### src/design/dlm_pkg.sv
// Shared widths, register indexes and level codes of the dust level monitor.
package dlm_pkg;

   localparam int COUNT_W    = 8;
   localparam int BASELINE_W = 10;
   localparam int GAIN_W     = 16;
   localparam int ALPHA_REG_W = 9;
   localparam int LIMIT_W    = 14;
   localparam int DENS_W     = 14;
   localparam int LEVEL_W    = 2;
   localparam int CSR_IDX_W  = 3;
   localparam int CSR_DATA_W = 16;

   typedef enum logic [CSR_IDX_W-1:0] {
      CSR_SAMPLE_COUNT    = 3'd0,
      CSR_BASELINE_COUNTS = 3'd1,
      CSR_GAIN_Q8         = 3'd2,
      CSR_ALPHA_Q8        = 3'd3,
      CSR_LOW_LIMIT       = 3'd4,
      CSR_MODERATE_LIMIT  = 3'd5,
      CSR_FAULT_SET       = 3'd6,
      CSR_FAULT_CLEAR     = 3'd7
   } csr_idx_type;

   typedef enum logic [LEVEL_W-1:0] {
      LEVEL_CLEAR    = 2'd0,
      LEVEL_LOW      = 2'd1,
      LEVEL_MODERATE = 2'd2,
      LEVEL_HIGH     = 2'd3
   } level_type;

endpackage

### src/design/dlm_req_if.sv
// Sample channel: valid, ready and one raw converter reading.
interface dlm_req_if #(
   parameter int ADC_BITS = 10
) ();
   logic                valid;
   logic                ready;
   logic [ADC_BITS-1:0] adc_sample;

   modport source (output valid, output adc_sample, input ready);
   modport sink   (input valid, input adc_sample, output ready);
endinterface

### src/design/dlm_rsp_if.sv
// Result channel: valid, ready and one filtered density report.
interface dlm_rsp_if
   import dlm_pkg::*;
();
   logic               valid;
   logic               ready;
   logic [DENS_W-1:0]  density;
   logic [LEVEL_W-1:0] level;
   logic               wiring_fault;
   logic               fault_new;

   modport source (output valid, output density, output level, output wiring_fault,
                   output fault_new, input ready);
   modport sink   (input valid, input density, input level, input wiring_fault,
                   input fault_new, output ready);
endinterface

### src/design/dust_level_monitor_top.sv
// Dust level monitor: windowed sample sum, bit-serial density math, filter and fault flag.
// A sample that does not close a window is taken in ST_IDLE and ready stays high.
// A window-closing sample passes through ST_BASE, ST_MUL, ST_DIV, ST_FSET, ST_FILT, ST_FIN and ST_DONE
// (ready low until ST_DONE hands its result on): a 1-bit shift-add multiply, a restoring divide
// by the window length and a 1-bit filter multiply share one sequencer, one item at a time.
// Synchronous active-high reset restores register defaults, clears the sum and the filter.
module dust_level_monitor_top
   import dlm_pkg::*;
#(
   parameter int ADC_BITS  = 10,
   parameter int FRAC_BITS = 8
) (
   input  logic                  clock,
   input  logic                  reset,
   dlm_req_if.sink               req_ch,
   dlm_rsp_if.source             rsp_ch,
   input  logic                  csr_we,
   input  logic [CSR_IDX_W-1:0]  csr_index,
   input  logic [CSR_DATA_W-1:0] csr_wdata
);

   localparam int SUM_W   = ADC_BITS + COUNT_W;
   localparam int PROD_W  = SUM_W + GAIN_W;
   localparam int FILT_W  = DENS_W + FRAC_BITS;
   localparam int ALPHA_W = (FRAC_BITS + 1 > ALPHA_REG_W) ? FRAC_BITS + 1 : ALPHA_REG_W;
   localparam int MACC_W  = FILT_W + ALPHA_W;
   localparam int BASE_W  = BASELINE_W + COUNT_W;
   localparam int CMP_W   = (SUM_W > BASE_W) ? SUM_W : BASE_W;
   localparam int CNT_W   = $clog2(PROD_W + 1);
   localparam logic [ALPHA_W-1:0] ONE_Q = ALPHA_W'(64'd1 << FRAC_BITS);
   localparam logic [63:0] HALF_Q = 64'd1 << (FRAC_BITS - 1);

   typedef enum logic [7:0] {
      ST_IDLE = 8'b0000_0001,
      ST_BASE = 8'b0000_0010,
      ST_MUL  = 8'b0000_0100,
      ST_DIV  = 8'b0000_1000,
      ST_FSET = 8'b0001_0000,
      ST_FILT = 8'b0010_0000,
      ST_FIN  = 8'b0100_0000,
      ST_DONE = 8'b1000_0000
   } state_type;

   state_type state_ff, state_in;

   logic [COUNT_W-1:0]    count_ff, count_in;
   logic [BASELINE_W-1:0] baseline_ff, baseline_in;
   logic [GAIN_W-1:0]     gain_ff, gain_in;
   logic [ALPHA_REG_W-1:0] alpha_ff, alpha_in;
   logic [LIMIT_W-1:0]    low_ff, low_in, mod_ff, mod_in;
   logic [LIMIT_W-1:0]    fset_ff, fset_in, fclr_ff, fclr_in;

   logic [SUM_W-1:0]   sum_ff, sum_in;
   logic [COUNT_W-1:0] idx_ff, idx_in, n_ff, n_in;
   logic [FILT_W-1:0]  filt_ff, filt_in;
   logic               fault_ff, fault_in;

   logic [PROD_W-1:0]  acc_ff, acc_in, mcand_ff, mcand_in;
   logic [GAIN_W-1:0]  mplier_ff, mplier_in;
   logic [COUNT_W-1:0] rem_ff, rem_in;
   logic [CNT_W-1:0]   cnt_ff, cnt_in;
   logic [MACC_W-1:0]  macc_ff, macc_in, fx_ff, fx_in, dx_ff, dx_in;
   logic [ALPHA_W-1:0] a_ff, a_in, b_ff, b_in;

   logic               rsp_valid_ff, rsp_valid_in;
   logic [DENS_W-1:0]  density_ff, density_in;
   logic [LEVEL_W-1:0] level_ff, level_in;
   logic               wfault_ff, wfault_in, fnew_ff, fnew_in;

   // datapath temporaries
   logic [COUNT_W-1:0] n_next, count_eff;
   logic [BASE_W-1:0]  base;
   logic [CMP_W-1:0]   sum_x, base_x, diff_x;
   logic [COUNT_W:0]   rem_sh;
   logic               q_bit;
   logic [FILT_W-1:0]  dens_raw;
   logic [ALPHA_W-1:0] alpha_eff;
   logic [MACC_W-1:0]  macc_rnd;
   logic [FILT_W:0]    dsum;
   logic [DENS_W:0]    dq;
   logic [DENS_W-1:0]  dens_out;
   logic               out_free;

   assign req_ch.ready        = (state_ff == ST_IDLE);
   assign rsp_ch.valid        = rsp_valid_ff;
   assign rsp_ch.density      = density_ff;
   assign rsp_ch.level        = level_ff;
   assign rsp_ch.wiring_fault = wfault_ff;
   assign rsp_ch.fault_new    = fnew_ff;

   assign out_free  = !rsp_valid_ff || rsp_ch.ready;
   assign count_eff = (count_ff == '0) ? COUNT_W'(1) : count_ff;
   assign n_next    = idx_ff + COUNT_W'(1);
   assign base      = BASE_W'(baseline_ff) * BASE_W'(n_ff);
   assign sum_x     = CMP_W'(sum_ff);
   assign base_x    = CMP_W'(base);
   assign diff_x    = (sum_x > base_x) ? sum_x - base_x : '0;
   assign rem_sh    = {rem_ff, acc_ff[PROD_W-1]};
   assign q_bit     = (rem_sh >= {1'b0, n_ff});
   assign dens_raw  = (|acc_ff[PROD_W-1:FILT_W]) ? '1 : acc_ff[FILT_W-1:0];
   assign alpha_eff = (ALPHA_W'(alpha_ff) > ONE_Q) ? ONE_Q : ALPHA_W'(alpha_ff);
   assign macc_rnd  = macc_ff + MACC_W'(HALF_Q);
   assign dsum      = {1'b0, filt_ff} + (FILT_W + 1)'(HALF_Q);
   assign dq        = dsum[FILT_W:FRAC_BITS];
   assign dens_out  = dq[DENS_W] ? '1 : dq[DENS_W-1:0];

   always_comb begin
      count_in    = count_ff;
      baseline_in = baseline_ff;
      gain_in     = gain_ff;
      alpha_in    = alpha_ff;
      low_in      = low_ff;
      mod_in      = mod_ff;
      fset_in     = fset_ff;
      fclr_in     = fclr_ff;
      if (csr_we) begin
         case (csr_idx_type'(csr_index))
            CSR_SAMPLE_COUNT:    count_in    = csr_wdata[COUNT_W-1:0];
            CSR_BASELINE_COUNTS: baseline_in = csr_wdata[BASELINE_W-1:0];
            CSR_GAIN_Q8:         gain_in     = csr_wdata[GAIN_W-1:0];
            CSR_ALPHA_Q8:        alpha_in    = csr_wdata[ALPHA_REG_W-1:0];
            CSR_LOW_LIMIT:       low_in      = csr_wdata[LIMIT_W-1:0];
            CSR_MODERATE_LIMIT:  mod_in      = csr_wdata[LIMIT_W-1:0];
            CSR_FAULT_SET:       fset_in     = csr_wdata[LIMIT_W-1:0];
            CSR_FAULT_CLEAR:     fclr_in     = csr_wdata[LIMIT_W-1:0];
            default: ;
         endcase
      end
   end

   always_comb begin
      state_in     = state_ff;
      sum_in       = sum_ff;
      idx_in       = idx_ff;
      n_in         = n_ff;
      filt_in      = filt_ff;
      fault_in     = fault_ff;
      acc_in       = acc_ff;
      mcand_in     = mcand_ff;
      mplier_in    = mplier_ff;
      rem_in       = rem_ff;
      cnt_in       = cnt_ff;
      macc_in      = macc_ff;
      fx_in        = fx_ff;
      dx_in        = dx_ff;
      a_in         = a_ff;
      b_in         = b_ff;
      rsp_valid_in = rsp_valid_ff && !rsp_ch.ready;
      density_in   = density_ff;
      level_in     = level_ff;
      wfault_in    = wfault_ff;
      fnew_in      = fnew_ff;

      case (state_ff)
         ST_IDLE: begin
            if (req_ch.valid) begin
               sum_in = sum_ff + SUM_W'(req_ch.adc_sample);
               if (n_next < count_eff) begin
                  idx_in = n_next;
               end else begin
                  n_in     = n_next;
                  state_in = ST_BASE;
               end
            end
         end
         ST_BASE: begin
            mcand_in  = PROD_W'(diff_x);
            mplier_in = gain_ff;
            acc_in    = '0;
            cnt_in    = '0;
            sum_in    = '0;
            idx_in    = '0;
            state_in  = ST_MUL;
         end
         ST_MUL: begin
            // shift-add, one gain bit per cycle
            if (mplier_ff[0]) acc_in = acc_ff + mcand_ff;
            mcand_in  = {mcand_ff[PROD_W-2:0], 1'b0};
            mplier_in = mplier_ff >> 1;
            cnt_in    = cnt_ff + CNT_W'(1);
            if (cnt_ff == CNT_W'(GAIN_W - 1)) begin
               cnt_in   = '0;
               rem_in   = '0;
               state_in = ST_DIV;
            end
         end
         ST_DIV: begin
            // restoring divide; quotient bits shift into the dividend register
            rem_in = q_bit ? COUNT_W'(rem_sh - {1'b0, n_ff}) : rem_sh[COUNT_W-1:0];
            acc_in = {acc_ff[PROD_W-2:0], q_bit};
            cnt_in = cnt_ff + CNT_W'(1);
            if (cnt_ff == CNT_W'(PROD_W - 1)) state_in = ST_FSET;
         end
         ST_FSET: begin
            fx_in    = MACC_W'(filt_ff);
            dx_in    = MACC_W'(dens_raw);
            a_in     = alpha_eff;
            b_in     = ONE_Q - alpha_eff;
            macc_in  = '0;
            cnt_in   = '0;
            state_in = ST_FILT;
         end
         ST_FILT: begin
            macc_in = macc_ff + (a_ff[0] ? fx_ff : '0) + (b_ff[0] ? dx_ff : '0);
            fx_in   = {fx_ff[MACC_W-2:0], 1'b0};
            dx_in   = {dx_ff[MACC_W-2:0], 1'b0};
            a_in    = a_ff >> 1;
            b_in    = b_ff >> 1;
            cnt_in  = cnt_ff + CNT_W'(1);
            if (cnt_ff == CNT_W'(ALPHA_W - 1)) state_in = ST_FIN;
         end
         ST_FIN: begin
            if (|macc_rnd[MACC_W-1:FRAC_BITS+FILT_W]) filt_in = '1;
            else filt_in = macc_rnd[FRAC_BITS +: FILT_W];
            state_in = ST_DONE;
         end
         ST_DONE: begin
            // hold until the output register is free
            if (out_free) begin
               rsp_valid_in = 1'b1;
               density_in   = dens_out;
               if (dens_out == '0)            level_in = LEVEL_CLEAR;
               else if (dens_out < low_ff)    level_in = LEVEL_LOW;
               else if (dens_out < mod_ff)    level_in = LEVEL_MODERATE;
               else                           level_in = LEVEL_HIGH;
               fnew_in = 1'b0;
               if (dens_out > fset_ff) begin
                  fnew_in  = !fault_ff;
                  fault_in = 1'b1;
               end else if (fault_ff && dens_out <= fclr_ff) begin
                  fault_in = 1'b0;
               end
               wfault_in = (dens_out > fset_ff) ? 1'b1
                         : ((fault_ff && dens_out <= fclr_ff) ? 1'b0 : fault_ff);
               state_in = ST_IDLE;
            end
         end
         default: state_in = ST_IDLE;
      endcase
   end

   always_ff @(posedge clock) begin
      if (reset) begin
         state_ff     <= ST_IDLE;
         count_ff     <= COUNT_W'(50);
         baseline_ff  <= BASELINE_W'(143);
         gain_ff      <= GAIN_W'(2502);
         alpha_ff     <= ALPHA_REG_W'(218);
         low_ff       <= LIMIT_W'(50);
         mod_ff       <= LIMIT_W'(150);
         fset_ff      <= LIMIT_W'(800);
         fclr_ff      <= LIMIT_W'(500);
         sum_ff       <= '0;
         idx_ff       <= '0;
         filt_ff      <= '0;
         fault_ff     <= 1'b0;
         cnt_ff       <= '0;
         rsp_valid_ff <= 1'b0;
      end else begin
         state_ff     <= state_in;
         count_ff     <= count_in;
         baseline_ff  <= baseline_in;
         gain_ff      <= gain_in;
         alpha_ff     <= alpha_in;
         low_ff       <= low_in;
         mod_ff       <= mod_in;
         fset_ff      <= fset_in;
         fclr_ff      <= fclr_in;
         sum_ff       <= sum_in;
         idx_ff       <= idx_in;
         filt_ff      <= filt_in;
         fault_ff     <= fault_in;
         cnt_ff       <= cnt_in;
         rsp_valid_ff <= rsp_valid_in;
      end
   end

   always_ff @(posedge clock) begin
      n_ff       <= n_in;
      acc_ff     <= acc_in;
      mcand_ff   <= mcand_in;
      mplier_ff  <= mplier_in;
      rem_ff     <= rem_in;
      macc_ff    <= macc_in;
      fx_ff      <= fx_in;
      dx_ff      <= dx_in;
      a_ff       <= a_in;
      b_ff       <= b_in;
      density_ff <= density_in;
      level_ff   <= level_in;
      wfault_ff  <= wfault_in;
      fnew_ff    <= fnew_in;
   end

endmodule

### src/flat_wrapper.sv
// flat-port wrapper written by rule: the top's interface ports become plain ports
module dust_level_monitor_top_flat import dlm_pkg::*;
#(
   parameter int ADC_BITS  = 10,
   parameter int FRAC_BITS = 8
)
  (clock, reset, csr_we, csr_index, csr_wdata, req_ch_valid, req_ch_adc_sample, req_ch_ready, rsp_ch_valid, rsp_ch_density, rsp_ch_level, rsp_ch_wiring_fault, rsp_ch_fault_new, rsp_ch_ready);
  dlm_req_if #(.ADC_BITS(ADC_BITS)) req_ch_i ();
  dlm_rsp_if rsp_ch_i ();
  input  logic clock;
  input  logic reset;
  input  logic csr_we;
  input  logic [CSR_IDX_W-1:0] csr_index;
  input  logic [CSR_DATA_W-1:0] csr_wdata;
  input wire logic [$bits(req_ch_i.valid)-1:0] req_ch_valid;
  input wire logic [$bits(req_ch_i.adc_sample)-1:0] req_ch_adc_sample;
  output wire logic [$bits(req_ch_i.ready)-1:0] req_ch_ready;
  output wire logic [$bits(rsp_ch_i.valid)-1:0] rsp_ch_valid;
  output wire logic [$bits(rsp_ch_i.density)-1:0] rsp_ch_density;
  output wire logic [$bits(rsp_ch_i.level)-1:0] rsp_ch_level;
  output wire logic [$bits(rsp_ch_i.wiring_fault)-1:0] rsp_ch_wiring_fault;
  output wire logic [$bits(rsp_ch_i.fault_new)-1:0] rsp_ch_fault_new;
  input wire logic [$bits(rsp_ch_i.ready)-1:0] rsp_ch_ready;
  assign req_ch_i.valid = req_ch_valid;
  assign req_ch_i.adc_sample = req_ch_adc_sample;
  assign req_ch_ready = req_ch_i.ready;
  assign rsp_ch_valid = rsp_ch_i.valid;
  assign rsp_ch_density = rsp_ch_i.density;
  assign rsp_ch_level = rsp_ch_i.level;
  assign rsp_ch_wiring_fault = rsp_ch_i.wiring_fault;
  assign rsp_ch_fault_new = rsp_ch_i.fault_new;
  assign rsp_ch_i.ready = rsp_ch_ready;
  dust_level_monitor_top #(.ADC_BITS(ADC_BITS), .FRAC_BITS(FRAC_BITS)) u_core (.clock(clock), .reset(reset), .req_ch(req_ch_i), .rsp_ch(rsp_ch_i), .csr_we(csr_we), .csr_index(csr_index), .csr_wdata(csr_wdata));
endmodule
### config.mk
export PLATFORM = sky130hd
export DESIGN_NAME = dust_level_monitor_top_flat
export DESIGN_NICKNAME = d
export VERILOG_FILES = /design/src/design/dlm_pkg.sv /design/src/design/dlm_req_if.sv /design/src/design/dlm_rsp_if.sv /design/src/design/dust_level_monitor_top.sv /design/src/flat_wrapper.sv
export SDC_FILE = /design/constraint.sdc
export NUM_CORES = 1
export LEC_CHECK = 0
export BUFFER_PORTS_ARGS = -buffer_cell sky130_fd_sc_hd__buf_2
export CAP_MARGIN = 20
export CORE_ASPECT_RATIO = 0.7
export CORE_MARGIN = 1.5
export CORE_UTILIZATION = 40
export DETAILED_ROUTE_END_ITERATION = 6
export PLACE_DENSITY = 0.58
export SLEW_MARGIN = 20
export SYNTH_ARGS = -nofsm -noshare
export SYNTH_HDL_FRONTEND = slang
export SYNTH_SLANG_ARGS = --single-unit
export TNS_END_PERCENT = 50
### constraint.sdc
create_clock -name clock -period 15.05 [get_ports clock]
set_clock_uncertainty 0.2 [all_clocks]
set_input_delay 1.505 -clock clock [delete_from_list [all_inputs] [get_ports clock]]
set_output_delay 1.505 -clock clock [all_outputs]
set_load 0.03 [all_outputs]
==> reports/qor.yml <==
status:
  status: "completed"
sta:
  setup_tns_ns: 0
  rsz0062_at_grt: "no"
  period_share_pct: 46.2
  setup_ws_ns: 8.10
  finalMaxSlewViolations: 0
  clock.fmax_mhz: 144
  relSlewSlack_pct: 30.2
  fin_hold_ws_ns: 0.254
  tightest_slew_ns: 1.05
  setup_viol: 0
  period_needed_ns: 6.95
  hold_viol: 0
critical_path:
  critPathSlowestCell: "edfxtp_1"
  cp.required_ns: 15.18
  critPathCaptureType: "flip-flop"
  crit_chain: "and2_1 -> fa_1 -> fa_1 -> inv_1 -> fa_1 -> fa_1 -> inv_1 -> ha_1 -> a21oi_1 -> nor2b_1 -> o211ai_1 -> nand2_1 -> a21oi_1 -> xor2_1 -> ha_1 -> a21oi_1 -> nor2b_1 -> nand4_1 -> and3_1 -> o31a_1 -> o21a_1 -> o21ai_0 -> a21oi_2 -> a32o_1"
  crit_type: "reg2reg"
  worst-path-buf-inv: 2
  start_kind: "flip-flop"
  crit_family: "adder cells"
  crit_fanout: 17
  max_stage_delay_ns: 0.58
  critPathArrivalTime_ns: 7.07
  worst_path_most_repeated_cell: "fa_1"
die:
  fp.coreArea_sq_um: 63300
  io_pins: 54
  die_area_sq_um: 65800
  row_count: 77
  die_w_um: 306
  fp.dieH_um: 215
  start_util_pct: 40.6
synthesis:
  netlist_instances: 2822
  synth_seq_cells: 392
  yosysWarnings: 0
  synth-edff-count: 229
  synth_top_cells_by_area: "edfxtp_1 (27%), dfxtp_1 (13%), ha_1 (9.9%), nand2_1 (7.0%), fa_1 (6.5%)"
  synth-seq-area-share_pct: 39.5
  async_flop_share_pct: 0
  synth.distinct_cells: 76
  synth_area_sq_um: 25700
  syn_nets: 3143
  synth_common_cells: "nand2_1 (476), inv_1 (267), edfxtp_1 (229)"
  synth_largest_area_cell: "edfxtp_1"
  synth_flop_cell: "edfxtp_1"
  synth.most_common_cell: "nand2_1"
  avgSynthCellArea_sq_um: 9.11
  synth_top_area_share_pct: 26.8
global_route:
  grt_overflow_total: 0
  grt_max_degree: 76
  antenna_found_initial: 0
  grt_usage_pct: 20.0
  first_global_vias: 19327
  grt_pass1_wl_mm: 106
routing:
  viasPerCell: 5.37
  wire_per_inst_um: 17.8
  drt_first_pass_iters: 6
  routed_wl_mm: 65.6
  drcViolationCount: 0
  drtIter0Drc: 1828
  vias: 19789
  antenna_left: 0
finish:
  layout.cells.non_filler: 3687
  syn_to_final_growth_pct: 9.69
  n_antenna_cell: 0
  layout.nets: 3146
  drive_gt1_share_pct: 6.30
pwr:
  power.density_nw_per_um2: 85.7
  leakage_uw: 0.0117
  peakVddDrop_v: 0.0000805
clocking:
  h-tree-depth: 2
  cts_buffers: 43
  clockBufferDepth: 3
  cts_setup_buffers: 0
  cts_tree: "done"
  clkTransAtPathRegs_ns: 0.06
  ctsHoldBuffers: 0
  clock_latency_ns: 0.59
  cts_resized: 0
  cts_root_buf: "clkbuf_16"
  cts.sink_count: 392
flow_run:
  cap_violations: 0
placed_design:
  dp_worst_setup_slack_ns: 8.16
  globalplace.congestion: 0.891
  hpwlAfterDp_mm: 47.8
  place_inst: 3609
  port_buffers: 53
min_path:
  hp-class: "reg2reg"
-- flip-flops by register name, summed over array words and instances (netlist names), 16 cells and up --
signal,count
u_core.gain_ff,16
u_core.fx_ff,31
u_core.acc_ff,34
u_core.mcand_ff,34
u_core.dx_ff,31
u_core.macc_ff,31
u_core.sum_ff,18
u_core.mplier_ff,16
u_core.filt_ff,22
-- metal layers --
metal | global-route usage, % | routed length [um]
met5 | 0 | 0
met4 | 4.73 | 1210
met3 | 2.89 | 3390
met2 | 28.9 | 27000
met1 | 31.1 | 34000
-- layout make-up --
type	instances	area [sq um]
repair buffers	74	425
fillers	6032	35100
clock inverters	12	143
multi-input cells	2046	14100
well taps	829	1040
clock buffers	66	1300
inverters	268	1010
flip-flops and latches	392	10100
-- worst paths after layout --
check                         from                  end  slack, ns  cells after the start
setup / recovery    u_core.n_ff[4]  u_core.mcand_ff[13]       8.10                     24
hold / removal    u_core.mod_ff[8]     u_core.mod_ff[8]       0.25                      2
setup reg to reg    u_core.n_ff[4]  u_core.mcand_ff[13]       8.10                     24
hold reg to reg   u_core.mod_ff[8]     u_core.mod_ff[8]       0.25                      2
-- cell usage in the layout, fill, tap and decap left out, types with 12 or more instances in the layout --
| cell type | n |
|---|---|
| nand2_1 | 474 |
| nor3_1 | 38 |
| a31oi_1 | 22 |
| nand4_1 | 33 |
| inv_1 | 267 |
| nor2b_1 | 35 |
| nor2_1 | 167 |
| a211o_1 | 17 |
| xnor2_1 | 84 |
| and2_1 | 112 |
| o21a_1 | 19 |
| dfxtp_1 | 163 |
| a21o_1 | 57 |
| buf_2 | 52 |
| ha_1 | 204 |
| fa_1 | 83 |
| a21oi_1 | 186 |
| nand3_1 | 45 |
| nor4_1 | 14 |
| clkbuf_16 | 44 |
| o21ai_0 | 122 |
| edfxtp_1 | 229 |
| and3_1 | 12 |
| nand3b_1 | 31 |
| clkbuf_8 | 12 |
| buf_4 | 22 |
| a211oi_1 | 33 |
| nand2b_1 | 29 |
| o22a_1 | 23 |
| a22o_1 | 21 |
| xor2_1 | 59 |
-- kinds of logic (layout without fill, tap and decap cells) --
| group | Yosys count | after routing | share of synthesized area, % |
|---|---|---|---|
| buf+inv | 384 | 420 | 5.77 |
| mux | 9 | 9 | 0.365 |
| compound gates | 569 | 569 | 14.0 |
| flops | 392 | 392 | 39.5 |
| xor+xnor | 143 | 143 | 4.87 |
| fa+ha+maj | 287 | 287 | 16.4 |
| simple gates | 1038 | 1038 | 19.1 |
-- report_power, final --
part	leakage [uW]	internal, uW	switching [uW]
Combinational	0.00755	68.9	107
Sequential	0.00347	1140	11.3
Clock	0.000707	634	457
Total	0.0117	1840	576
-- per-stage QoR --
step / cell area, sq um / utilization [%] / total power (uW)
2_1_floorplan: 25700 / - / 1290
3_3_place_gp: 26700 / 42.2 / 1340
3_5_place_dp: 26700 / 42.2 / 1350
4_1_cts: 28200 / 44.5 / 2440
5_1_grt: 28200 / 44.5 / 2510
6_report: 28200 / 44.5 / 2420
-- worst min-delay path, delay by kind of cell, from the launching register on --
| family | cells | cell delay [ns] |
|---|---|---|
| simple gates | 1 | 0.05 |
| compound gates | 1 | 0.05 |
| flops | 1 | 0.31 |
(Power assumes the default switching activity.)
